[src/delimited_field_prefix_filter_macros.svh]
// ------------------------------------------------------------------------
// delimited_field_prefix_filter_macros.svh
// assertion macros used by the field prefix filter rtl
// ------------------------------------------------------------------------
`ifndef DELIMITED_FIELD_PREFIX_FILTER_MACROS_SVH
`define DELIMITED_FIELD_PREFIX_FILTER_MACROS_SVH

`ifndef SYNTHESIS

// same-cycle implication, sampled on clk, off during rst
`define DFPF_ASSERT_IMP(label, ante, cons) \
  label: assert property (@(posedge clk) disable iff (rst) (ante) |-> (cons)) \
    else $error("assertion failed");

// next-cycle implication, sampled on clk, off during rst
`define DFPF_ASSERT_NXT(label, ante, cons) \
  label: assert property (@(posedge clk) disable iff (rst) (ante) |=> (cons)) \
    else $error("assertion failed");

`else

`define DFPF_ASSERT_IMP(label, ante, cons)
`define DFPF_ASSERT_NXT(label, ante, cons)

`endif

`endif

[src/dfpf_pkg.sv]
// ------------------------------------------------------------------------
// dfpf_pkg
// types and constants of the delimited field prefix filter
// ------------------------------------------------------------------------
package dfpf_pkg;

  localparam int DFPF_MAX_VALUE_BYTES = 16;
  localparam int CFG_INDEX_W          = 3;
  localparam int VALUE_W              = 128;

  typedef enum logic [CFG_INDEX_W-1:0] {
    REG_FIELD_INDEX  = 3'd0,
    REG_SEPARATOR    = 3'd1,
    REG_VALUE_LENGTH = 3'd2,
    REG_VALUE_LOW    = 3'd3,
    REG_VALUE_HIGH   = 3'd4
  } cfg_reg_t;

  typedef enum logic [1:0] {
    PHASE_SEARCH  = 2'd0,
    PHASE_COMPARE = 2'd1,
    PHASE_DECIDED = 2'd2
  } scan_phase_t;

  localparam logic [7:0]  FIELD_INDEX_RESET  = 8'd0;
  localparam logic [7:0]  SEPARATOR_RESET    = 8'd44;  // comma
  localparam logic [4:0]  VALUE_LENGTH_RESET = 5'd1;
  localparam logic [63:0] VALUE_LOW_RESET    = 64'd49; // ascii "1"
  localparam logic [63:0] VALUE_HIGH_RESET   = 64'd0;
  localparam logic [7:0]  FIELD_COUNT_MAX    = 8'hFF;

  typedef struct packed {
    logic [7:0]         field_index;
    logic [7:0]         separator;
    logic [4:0]         value_length;
    logic [VALUE_W-1:0] value;
  } dfpf_cfg_t;

endpackage

[src/dfpf_scan.sv]
// ------------------------------------------------------------------------
// dfpf_scan
// per-line scan state and combinational byte step with line verdict
// ------------------------------------------------------------------------
module dfpf_scan
  import dfpf_pkg::*;
#(
  parameter int MAX_VALUE_BYTES = DFPF_MAX_VALUE_BYTES
) (
  input  logic       clk,
  input  logic       rst,
  input  dfpf_cfg_t  cfg,
  input  logic       step,
  input  logic [7:0] line_byte,
  input  logic       end_of_line,
  output logic       verdict
);

  localparam int PosW = $clog2(MAX_VALUE_BYTES + 1);
  localparam int IdxW = (MAX_VALUE_BYTES > 1) ? $clog2(MAX_VALUE_BYTES) : 1;

  logic [7:0]      value_bytes [MAX_VALUE_BYTES];
  logic [PosW-1:0] eff_len;

  scan_phase_t     scan_phase, scan_phase_next;
  logic [7:0]      fields_seen, fields_seen_next;
  logic [PosW-1:0] compare_position, compare_position_next;
  logic            decided_match, decided_match_next;

  logic            entering;
  logic            comparing;
  logic [PosW-1:0] cur_pos;
  logic [PosW-1:0] pos_inc;

  for (genvar k = 0; k < MAX_VALUE_BYTES; k++) begin : g_value
    assign value_bytes[k] = cfg.value[8*k +: 8];
  end

  // lengths above the value store are clamped
  always_comb begin
    if (cfg.value_length > 5'(MAX_VALUE_BYTES)) begin
      eff_len = PosW'(MAX_VALUE_BYTES);
    end else begin
      eff_len = PosW'(cfg.value_length);
    end
  end

  always_comb begin
    scan_phase_next       = scan_phase;
    fields_seen_next      = fields_seen;
    compare_position_next = compare_position;
    decided_match_next    = decided_match;

    entering  = (scan_phase == PHASE_SEARCH) && (line_byte != cfg.separator)
                && (fields_seen == cfg.field_index);
    comparing = entering || (scan_phase == PHASE_COMPARE);
    cur_pos   = entering ? '0 : compare_position;
    pos_inc   = cur_pos + 1'b1;

    unique case (scan_phase) inside
      PHASE_SEARCH: begin
        if (line_byte == cfg.separator && fields_seen != FIELD_COUNT_MAX) begin
          fields_seen_next = fields_seen + 8'd1;
        end
      end
      PHASE_COMPARE, PHASE_DECIDED: begin
      end
      default: begin
      end
    endcase

    // separators are plain bytes once the compare has started
    if (comparing) begin
      if (cur_pos >= eff_len) begin
        scan_phase_next    = PHASE_DECIDED;
        decided_match_next = 1'b1;
      end else if (value_bytes[cur_pos[IdxW-1:0]] != line_byte) begin
        scan_phase_next    = PHASE_DECIDED;
        decided_match_next = 1'b0;
      end else begin
        compare_position_next = pos_inc;
        if (pos_inc >= eff_len) begin
          scan_phase_next    = PHASE_DECIDED;
          decided_match_next = 1'b1;
        end else begin
          scan_phase_next = PHASE_COMPARE;
        end
      end
    end

    verdict = (scan_phase_next == PHASE_DECIDED) && decided_match_next;
  end

  always_ff @(posedge clk) begin
    if (rst || (step && end_of_line)) begin
      scan_phase       <= PHASE_SEARCH;
      fields_seen      <= '0;
      compare_position <= '0;
      decided_match    <= 1'b0;
    end else if (step) begin
      scan_phase       <= scan_phase_next;
      fields_seen      <= fields_seen_next;
      compare_position <= compare_position_next;
      decided_match    <= decided_match_next;
    end
  end

endmodule

[src/delimited_field_prefix_filter.sv]
// ------------------------------------------------------------------------
// delimited_field_prefix_filter
// per-line test whether a chosen delimited field starts with a set value
// ------------------------------------------------------------------------
//  channel  direction  handshake              payload
//  in       in         in_valid / in_stall    line_byte, end_of_line
//  out      out        out_valid / out_stall  line_matches
//  cfg      in         cfg_valid / cfg_ready  cfg_index, cfg_data
//
// one byte per cycle while the input is not stalled; the verdict of a line is
// formed from its last byte in the input register, then held in the result register
// the input stalls only while a staged line-end byte waits behind a
// verdict that is itself stalled in the result register
// rst clears the line state and loads register defaults (comma, value "1")
// ------------------------------------------------------------------------
module delimited_field_prefix_filter
  import dfpf_pkg::*;
#(
  parameter int MAX_VALUE_BYTES = DFPF_MAX_VALUE_BYTES
) (
  input  logic                   clk,
  input  logic                   rst,
  input  logic                   in_valid,
  output logic                   in_stall,
  input  logic [7:0]             line_byte,
  input  logic                   end_of_line,
  output logic                   out_valid,
  input  logic                   out_stall,
  output logic                   line_matches,
  input  logic                   cfg_valid,
  output logic                   cfg_ready,
  input  logic [CFG_INDEX_W-1:0] cfg_index,
  input  logic [63:0]            cfg_data
);

  `include "delimited_field_prefix_filter_macros.svh"

  dfpf_cfg_t   cfg;
  logic [7:0]  field_index;
  logic [7:0]  separator;
  logic [4:0]  value_length;
  logic [63:0] value_low_word;
  logic [63:0] value_high_word;

  logic        s1_valid;
  logic [7:0]  s1_byte;
  logic        s1_eol;

  logic        out_free;
  logic        advance;
  logic        verdict;

  assign cfg_ready = 1'b1;

  always_ff @(posedge clk) begin
    if (rst) begin
      field_index     <= FIELD_INDEX_RESET;
      separator       <= SEPARATOR_RESET;
      value_length    <= VALUE_LENGTH_RESET;
      value_low_word  <= VALUE_LOW_RESET;
      value_high_word <= VALUE_HIGH_RESET;
    end else if (cfg_valid && cfg_ready) begin
      unique case (cfg_reg_t'(cfg_index))
        REG_FIELD_INDEX:  field_index     <= cfg_data[7:0];
        REG_SEPARATOR:    separator       <= cfg_data[7:0];
        REG_VALUE_LENGTH: value_length    <= cfg_data[4:0];
        REG_VALUE_LOW:    value_low_word  <= cfg_data;
        REG_VALUE_HIGH:   value_high_word <= cfg_data;
        default: begin
        end
      endcase
    end
  end

  assign cfg = {field_index, separator, value_length, value_high_word, value_low_word};

  // the staged byte moves on unless it ends a line and the result slot is blocked
  assign out_free = !out_valid || !out_stall;
  assign advance  = s1_valid && (!s1_eol || out_free);
  assign in_stall = s1_valid && !advance;

  always_ff @(posedge clk) begin
    if (rst) begin
      s1_valid <= 1'b0;
    end else if (!in_stall) begin
      s1_valid <= in_valid;
    end
  end

  always_ff @(posedge clk) begin
    if (in_valid && !in_stall) begin
      s1_byte <= line_byte;
      s1_eol  <= end_of_line;
    end
  end

  dfpf_scan #(
    .MAX_VALUE_BYTES(MAX_VALUE_BYTES)
  ) u_scan (
    .clk        (clk),
    .rst        (rst),
    .cfg        (cfg),
    .step       (advance),
    .line_byte  (s1_byte),
    .end_of_line(s1_eol),
    .verdict    (verdict)
  );

  always_ff @(posedge clk) begin
    if (rst) begin
      out_valid <= 1'b0;
    end else if (advance && s1_eol) begin
      out_valid <= 1'b1;
    end else if (!out_stall) begin
      out_valid <= 1'b0;
    end
  end

  always_ff @(posedge clk) begin
    if (advance && s1_eol) begin
      line_matches <= verdict;
    end
  end

  `DFPF_ASSERT_IMP(a_stall_needs_item, in_stall, s1_valid && s1_eol)
  `DFPF_ASSERT_IMP(a_stall_needs_full_out, !out_valid, !in_stall)
  `DFPF_ASSERT_IMP(a_mid_line_flows, s1_valid && !s1_eol, advance)
  `DFPF_ASSERT_NXT(a_line_end_gives_result, advance && s1_eol, out_valid)

endmodule

[config.mk]
export PLATFORM = sky130hd
export DESIGN_NAME = delimited_field_prefix_filter
export DESIGN_NICKNAME = d
export VERILOG_FILES = /design/src/dfpf_pkg.sv /design/src/dfpf_scan.sv /design/src/delimited_field_prefix_filter.sv
export VERILOG_INCLUDE_DIRS = /design/src /design/src/src
export SDC_FILE = /design/constraint.sdc
export NUM_CORES = 1
export LEC_CHECK = 0
export ABC_AREA = 1
export BUFFER_PORTS_ARGS = -buffer_cell sky130_fd_sc_hd__buf_4
export CORE_MARGIN = 2
export CORE_UTILIZATION = 60
export DETAILED_ROUTE_END_ITERATION = 16
export GPL_TIMING_DRIVEN = 0
export HOLD_SLACK_MARGIN = 0.1
export PLACE_DENSITY = 0.8
export REMOVE_ABC_BUFFERS = 1
export SYNTH_ARGS = -nofsm -noshare
export SYNTH_HDL_FRONTEND = slang
export SYNTH_SLANG_ARGS = --single-unit
[constraint.sdc]
create_clock -name clk -period 7.1 [get_ports clk]
set_input_delay 0.355 -clock clk [delete_from_list [all_inputs] [get_ports clk]]
set_output_delay 0.355 -clock clk [all_outputs]
set_load 0.02 [all_outputs]
=== Word-level counts from Yosys, hierarchy flattened ===
Index checks and enable logic that the tools add are counted.

* Logic and storage cells: 76
* Register bits after elaboration: 177
* Input bits: 81

* Bitwise operators: 3
* Reductions and logical operators: 26
* Multiplexer cells: 15
* Add/sub/neg operators: 2
* Eq/ne operators: 12
* Order comparisons: 4

{| class="wikitable"
|+ Operators by type and width
! kind !! count
|-
| 8-bit binary-select mux with 4-bit select || 1
|-
| 8-bit == test || 2
|-
| 8-bit 2-to-1 mux || 2
|-
| 8-bit inequality test || 2
|-
| 5-bit >= comparator || 2
|-
| 5-bit 2-to-1 mux || 2
|-
| 2-bit AND reduction || 5
|-
| 8-bit by 1-bit adder with 8-bit output (second input constant) || 1
|-
| 1-bit logical AND || 8
|-
| 2-bit 2-to-1 mux || 4
|-
| 8-bit inequality test (second input constant) || 1
|-
| 3-bit by 2-bit == test with 1-bit output (second input constant) || 2
|-
| 1-bit 2-to-1 mux || 6
|-
| 5-bit by 1-bit adder with 5-bit output (second input constant) || 1
|-
| 5-bit >= comparator (second input constant) || 1
|-
| 5-bit > comparator (second input constant) || 1
|-
| 1-bit logical NOT || 5
|-
| 4-bit NOT with 5-bit output || 1
|-
| 1-bit logical OR || 4
|-
| 4-bit AND reduction || 1
|-
| 3-bit by 1-bit == test with 1-bit output (second input constant) || 1
|-
| 3-bit == test (second input constant) || 1
|-
| 3-bit logical NOT || 1
|-
| 3-bit AND reduction || 1
|-
| 5 further kinds || 6
|}

=== Longest topological paths before layout ===
Gate-level depths: netlist (run 1).

* Word-level depth: 14
* Mapped depth: 25
* Depth with buffers taken out: 23

=== Cells and area by module ===
Synthesis (run 1) repeated with hierarchy kept, for this count alone.

* Cell total of the unflattened synthesis: 1435
* Area total of the unflattened synthesis: 9412.8 µm²

{| class="wikitable"
|+ Modules (own cells, without submodules)
! module !! cells each !! area each (µm²) !! seq. area each (µm²) !! instances
|-
| delimited_field_prefix_filter || 896 || 6541.3 || 3323.2 || 1
|-
| dfpf_scan || 539 || 2871.5 || 320.3 || 1
|}

=== Worst setup path before layout (run 1) ===
OpenSTA, ideal clock, no wires.

* Path kind: reg-to-reg
* Start: register s1_byte[4]
* End: register line_matches, data pin
* Data required time: 6.847 ns
* Setup slack: 4.095 ns
* Period minus slack after synthesis: 3.005 ns
* Setup time: 0.253 ns
* Cell stages (with the launch flop): 22
* Arrival: 2.752 ns
* Cell sequence: edfxtp_1 xnor2_1 nand2_1 nor2_1 nand2_1 nand2_4 nand2_4 buf_8 buf_6 inv_1 ha_1 ha_1 a21boi_0 o21a_1 o21ai_0 nand2_1 a21oi_1 nand2_1 nand2_2 nand2_2 nand2_1 a21oi_2

* Elaborated cells between the ends (all ways): 23
* Classes of those cells: 1 x add/sub; 2 x order compare; 3 x eq/ne; 12 x mux; 1 x bitwise; 4 x reduce/logical

{| class="wikitable"
|+ RTL lines
! what !! RTL line !! RTL
|-
| start: declaration || delimited_field_prefix_filter.sv:46 || <nowiki>logic [7:0] s1_byte;</nowiki>
|-
| start signal: assignment || delimited_field_prefix_filter.sv:92 || <nowiki>s1_byte <= line_byte;</nowiki>
|-
| 8-bit inequality test (*) || dfpf_scan.sv:54 || <nowiki>entering = (scan_phase == PHASE_SEARCH) && (line_byte != cfg.separator)</nowiki>
|-
| 1-bit logical AND (*) || dfpf_scan.sv:54 ||
|-
| 1-bit logical AND (*) || dfpf_scan.sv:55 || <nowiki>&& (fields_seen == cfg.field_index);</nowiki>
|-
| 5-bit 2-to-1 mux (*) || dfpf_scan.sv:57 || <nowiki>cur_pos = entering ? '0 : compare_position;</nowiki>
|-
| 5-bit by 1-bit adder with 5-bit output (*) || dfpf_scan.sv:58 || <nowiki>pos_inc = cur_pos + 1'b1;</nowiki>
|-
| via u_scan.pos_inc[0] || dfpf_scan.sv:33 || <nowiki>logic [PosW-1:0] pos_inc;</nowiki>
|-
| 5-bit >= comparator (*) || dfpf_scan.sv:82 || <nowiki>if (pos_inc >= eff_len) begin</nowiki>
|-
| 2-bit 2-to-1 mux || dfpf_scan.sv:82 ||
|-
| 2-bit 2-to-1 mux || dfpf_scan.sv:77 || <nowiki>end else if (value_bytes[cur_pos[IdxW-1:0]] != line_byte) begin</nowiki>
|-
| 2-bit 2-to-1 mux || dfpf_scan.sv:74 || <nowiki>if (cur_pos >= eff_len) begin</nowiki>
|-
| 2-bit 2-to-1 mux || dfpf_scan.sv:73 || <nowiki>if (comparing) begin</nowiki>
|-
| 2-bit == test || dfpf_scan.sv:91 || <nowiki>verdict = (scan_phase_next == PHASE_DECIDED) && decided_match_next;</nowiki>
|-
| 1-bit logical AND (*) || dfpf_scan.sv:91 ||
|-
| via u_scan.verdict || dfpf_scan.sv:16 || <nowiki>output logic verdict</nowiki>
|-
| end signal: assignment || delimited_field_prefix_filter.sv:121 || <nowiki>line_matches <= verdict;</nowiki>
|-
| end: declaration || delimited_field_prefix_filter.sv:29 || <nowiki>output logic line_matches,</nowiki>
|}

The timed path passes the listed nets; every way through them passes the cells marked *. The select of a mux whose other input is x is not followed.
A chain may end at the register's enable or synchronous reset.

=== Final worst setup path (run 1) ===
* Start: register s1_byte[0]
* End: register line_matches, data pin

Same word-level chain as after synthesis.

==> out/metrics.cfg, run 1 <==
[run_status]
outcome=finished, final reports clean

[finish]
area_growth_pct=14.8
final_util_pct=70.1
diodes=0
nets=1354
nFillCells=1187
drive_above_1_share_pct=12.0

[clocking]
cts_hold_buf=8
cts-root-buf=clkbuf_16
cts_resized=0
htreeDepth=4
cts_tree=done
cts_setup_buffers=0
clkLatencyLatePin_ns=0.45
cts_inserted_buffers=17
clk_pin_slew_worst_paths_ns=0.07
cts_sinks=177
ctsLongestPathBuffers=2

[setup_path]
r2r_start=s1_byte[0]
cp_common_cell=nand2_1
criticalPathCategory=reg -> reg
rr_worst_depth=19
cp-end-kind=flop
path_cells=xnor2_1 > nand2_1 > nor2_1 > nand2_1 > nand2_4 > nand2_4 > inv_2 > ha_1 > ha_1 > a21boi_0 > o21a_1 > o21ai_0 > nand2_1 > a21oi_1 > nand2_1 > nand2_2 > nand2_2 > nand2_1 > a21oi_2
slowest_delay_ns=0.58
required_ns=7.30
crit_path_max_fanout=48
reg2reg_to=line_matches
worstSetupStartpointType=flop
r2r_slack_ns=2.62
slowest_stage=inv_2
arrival_ns=4.68

[timing]
tightest_slew_ns=1.28
fmax_mhz=223
finClkSkew_ns=0.00792
rsz0062_at_grt=no
hold_viol=0
setup_tns_ns=0
layout_min_cycle_time_ns=4.48
setup_viol=0
slew_headroom_pct=14.5
drv_slew=0
period_share_pct=63.0

[drt]
drt_iter0_markers=761
drcViolationCount=0
num_vias=8093
vias_per_cell=5.57
ant_nets=0
wl_per_cell_um=15.2
drtPass1Iterations=5
routed_wl_um=22100

[global_routing]
busiest_layer=met2
antenna_found_initial=0
gr-total-overflow=0
grt_pass1_wl_um=36100
met1_usage_pct=40.2
grt_max_degree=99
first_global_vias=7490
grtUsageTotal_pct=30.7
grtUsageMet3_pct=5.86
use_met2_pct=49.9

[hold_path]
holdCritPathClass=in -> reg
min_to=s1_byte[5]
min_from=line_byte[5]
min_path_cells=1

[die]
io_pins=85
core-area_um2=13800
die_h_um=123
fp.dieW_um=123
die_area_um2=15000
start_util_pct=61.1
rows=43

[run]
cap_viol_max_count=0

[yosys]
yosys.area.top_type=dfxtp_1
yosysSeqAreaShare_pct=43.2
yosysUniqueCellTypes=42
syn_area_um2=8440
ys_warn_count=0
synthCells=1217
syn_avg_cell_area_um2=6.94
ys_seq_elements=177
yosys-top-cells-area=dfxtp_1 40%, nor2_1 12%, nand3_1 9.1%
yosys.area.top_type_share_pct=39.6

[place]
port_buffers=83
dpl.hpwl_um=13400
gp_congestion=0.892

[pwr]
powerDensity_nw_per_um2=224
ir_drop_v=0.000179
p_leak_nw=4.30

==> worst max path at each step <==
| stage | from | endpoint | slack (ns) | cells after the start |
|---|---|---|---|---|
| detailed placement | s1_byte[0] | line_matches | 2.65 | 19 |
| global route | s1_byte[0] | line_matches | 2.24 | 19 |
| global placement | cfg_index[1] | value_high_word[52] | -3.18 | 7 |
| CTS | s1_byte[0] | line_matches | 2.63 | 19 |
| floorplan | cfg_index[1] | value_high_word[49] | 1.63 | 6 |
| finish | s1_byte[0] | line_matches | 2.62 | 19 |
==> cells by family after synthesis <==
kind of cell / Yosys count / share of synthesized area, %
AO/OA/AOI/OAI: 201 / 12.7
flip-flops: 177 / 43.2
adder cells (fa/ha/maj): 12 / 1.78
XOR/XNOR: 10 / 1.04
AND/OR/NAND/NOR: 667 / 33.5
other: 1 / 0.0444
buffers and inverters: 149 / 7.82
==> power breakdown <==
part / internal, mW / switching [mW]
sequential: 1.04 / 0.0176
clock: 0.487 / 0.414
combinational: 0.0787 / 0.131
==> synthesized netlist by cell type (all sizes together) <==
cell type,n
nor2,282
inv,75
o2111ai,9
xnor2,7
o21a,1
nor3,7
buf,24
nand3b,1
nand2,205
a21o,1
and3,1
nand4,11
o211ai,4
ha,12
clkinv,1
nand3,157
a221oi,1
o41ai,1
a21oi,35
a21boi,1
edfxtp,10
clkbuf,49
xor2,3
dfxtp,167
nor4,2
conb,1
or2,1
o21ai,148
==> layout make-up <==
type / instances / area, um2 / area share [%]
Inverter: 76 / 292 / 3.01
Multi-Input combinational cell: 891 / 4150 / 42.8
Sequential cell: 177 / 3650 / 37.6
Clock inverter: 11 / 77.6 / 0.801
Timing Repair Buffer: 98 / 816 / 8.42
Clock buffer: 21 / 482 / 4.97
Tap cell: 180 / 225 / 2.32
==> stage by stage <==
stage	worst slack, ns	hold WS, ns	std cells	power [mW]	area (um2)
after floorplan	1.63	0.424	1144	1.19	8070
after global placement	-3.18	0.441	1407	1.27	8920
after detailed placement	2.65	0.447	1414	1.28	9050
after CTS	2.63	0.101	1454	2.16	9690
after global routing	2.24	0.101	1454	2.23	9690
final	2.62	0.106	1454	2.17	9690
==> cells in the final DEF (no fill, tap or decap), types with 5 or more instances in the layout <==
cell / instances
o21ai_0: 147
dlygate4sd3_1: 8
nor3_1: 6
clkbuf_16: 18
nand4_1: 11
edfxtp_1: 10
inv_2: 9
ha_1: 12
nor2_1: 277
dfxtp_1: 166
a21oi_1: 34
inv_1: 64
buf_4: 83
o2111ai_1: 9
nand3_1: 154
xnor2_1: 7
clkinv_2: 5
nand2_1: 197
==> state kept, by name, summed over array words and instances (netlist names), 5 cells and up <==
name,flops
u_scan.fields_seen,8
value_high_word,64
value_length,5
separator,8
s1_byte,8
value_low_word,64
field_index,8
u_scan.compare_position,5
==> critical path, delay by kind of cell, from the launching register on <==
kind / cells / cell delay, ns
xor+xnor: 1 / 0.19
flops: 1 / 0.44
simple gates: 10 / 1.67
fa+ha+maj: 2 / 0.65
buf+inv: 1 / 0.58
compound gates: 5 / 0.66
==> metal layers <==
metal  share of wire (%)  vias to the layer above
li1                    -                     4064
met1                  45                     3703
met2                  46                      277
met3                 6.3                       49
met4                 2.8                        0
met5                   0                        -
Note: power is estimated with default switching activity, not from simulation.
==> run 2: changes to the inputs <==
- CORE_UTILIZATION: 60 -> 53
- PLACE_DENSITY: 0.8 -> 0.75
- clock period: 7.1 -> 4.09 ns (I/O delays scaled with it)
==> run 2 against run 1 <==
Combinational power grew 120%. Largest power group unchanged. First-iteration DRC count grew 1.8%. Global-route usage fell by 2.3 points. Flip-flop and latch count unchanged. Setup slack worse by 2.4 ns. Clock-buffer cell count is 2 higher.
==> out/metrics.cfg, run 2 (synthesis gave the netlist of run 1 again) <==
[run_status]
outcome=finished, final reports clean

[die]
start_util_pct=53.7
die_area_um2=17000
rows=46
io_pins=85
core-area_um2=15700
die_h_um=130
fp.dieW_um=130

[timing]
tightest_slew_ns=1.32
hold-worst-slack_ns=0.126
setup_tns_ns=0
drv_slew=0
setup_viol=0
layout_min_cycle_time_ns=3.87
finClkSkew_ns=0.0118
period_share_pct=94.5
rsz0062_at_grt=no
fmax_mhz=259
hold_viol=0
slew_headroom_pct=11.7

[clocking]
cts_inserted_buffers=17
clkLatencyLatePin_ns=0.44
clk_pin_slew_worst_paths_ns=0.06
cts_sinks=177
cts_setup_buffers=0
cts_tree=done
htreeDepth=4
ctsLongestPathBuffers=2
cts-root-buf=clkbuf_16

[setup_path]
slowest_delay_ns=0.43
worstSetupStartpointType=flop
crit_path_max_fanout=35
cp-end-kind=flop
slowest_stage=edfxtp_1
required_ns=4.28
arrival_ns=4.05
cp_common_cell=nand2_1
criticalPathCategory=reg -> reg
path_cells=xnor2_1 > nand2_1 > nor2_1 > nand2_2 > nand2_8 > nand2_8 > inv_6 > ha_1 > ha_1 > a21boi_0 > o21a_1 > o21ai_0 > nand2_1 > a21oi_1 > nand2_1 > nand2_2 > nand2_2 > nand2_1 > a21oi_2

[finish]
nets=1424
final_cell_mix=277 x nor2_1, 196 x nand2_1, 166 x dfxtp_1
diodes=0
drive_above_1_share_pct=11.7
layout.cells.non_filler=1560
layout_commonest_cell=nor2_1
area_growth_pct=25.4
final_area_um2=10600
top_regs=value_high_word (64), value_low_word (64)

[global_routing]
grtUsageTotal_pct=28.4
grt_max_degree=96
gr-total-overflow=0
grt_pass1_wl_um=38200
first_global_vias=7937
antenna_found_initial=0

[place]
dpl.hpwl_um=13600
dpl.cell_count=1450
port_buffers=83
gp_congestion=0.887
dpl_cell_area_um2=9100

[run]
cap_viol_max_count=0

[pwr]
p_leak_nw=4.63
ir_drop_v=0.000365
power.total_mw=4.08
powerDensity_nw_per_um2=386

[drt]
num_vias=8520
drcViolationCount=0
drtPass1Iterations=5
wl_per_cell_um=15.3
drt_iter0_markers=775
ant_nets=0
vias_per_cell=5.46
routed_wl_um=23900

[hold_path]
holdCritPathClass=in -> reg

==> run 2: critical path: cells and delay by family, from the launching register on <==
family	cells	cell delay (ns)
compound gates	5	0.75
xor+xnor	1	0.17
fa+ha+maj	2	0.59
buf+inv	1	0.31
flops	1	0.43
simple gates	10	1.33
==> run 2: layout make-up <==
type                    count  area [um2]
well taps                 216         270
inverters                  76         297
multi-input cells         894        4220
fillers                  1353        5130
clock buffers              23         520
flip-flops and latches    177        3650
clock inverters             9         140
repair buffers            165        1490
==> run 2: power by group <==
| group | internal, mW | switching, mW |
|---|---|---|
| logic | 0.187 | 0.270 |
| clock network | 1.09 | 0.706 |
| registers | 1.80 | 0.0306 |
| total | 3.08 | 1.01 |
==> run 2: final timing paths <==
check	cells after the start	endpoint	slack, ns	from
min	5	out_valid	0.13	out_stall
max reg2reg	19	line_matches	0.22	s1_byte[0]
min reg2reg	2	value_high_word[52]	0.46	value_high_word[52]
max	19	line_matches	0.22	s1_byte[0]
==> run 2: per-stage QoR <==
stage / util (%) / worst slack [ns]
2_1_floorplan: - / -1.23
3_3_place_gp: 57.0 / -6.23
3_5_place_dp: 57.9 / -0.413
4_1_cts: 67.1 / 0.145
5_1_grt: 67.4 / 0.0507
6_report: 67.4 / 0.224
==> run 2: what timing repair did <==
action                                  in CTS  in global routing
endpoints found under the hold margin      148                  0
resized for setup                            5                  2
pin swaps                                    0                  1
endpoints found under the setup margin       4                  2
hold buffers                                75                  0
gates cloned                                 0                  3
==> run 2: routing by layer <==
metal	global-route usage, %	routed length, um
met3	4.51	1570
met1	36.3	10400
met2	48.1	11400
met5	0	0
met4	11.5	582
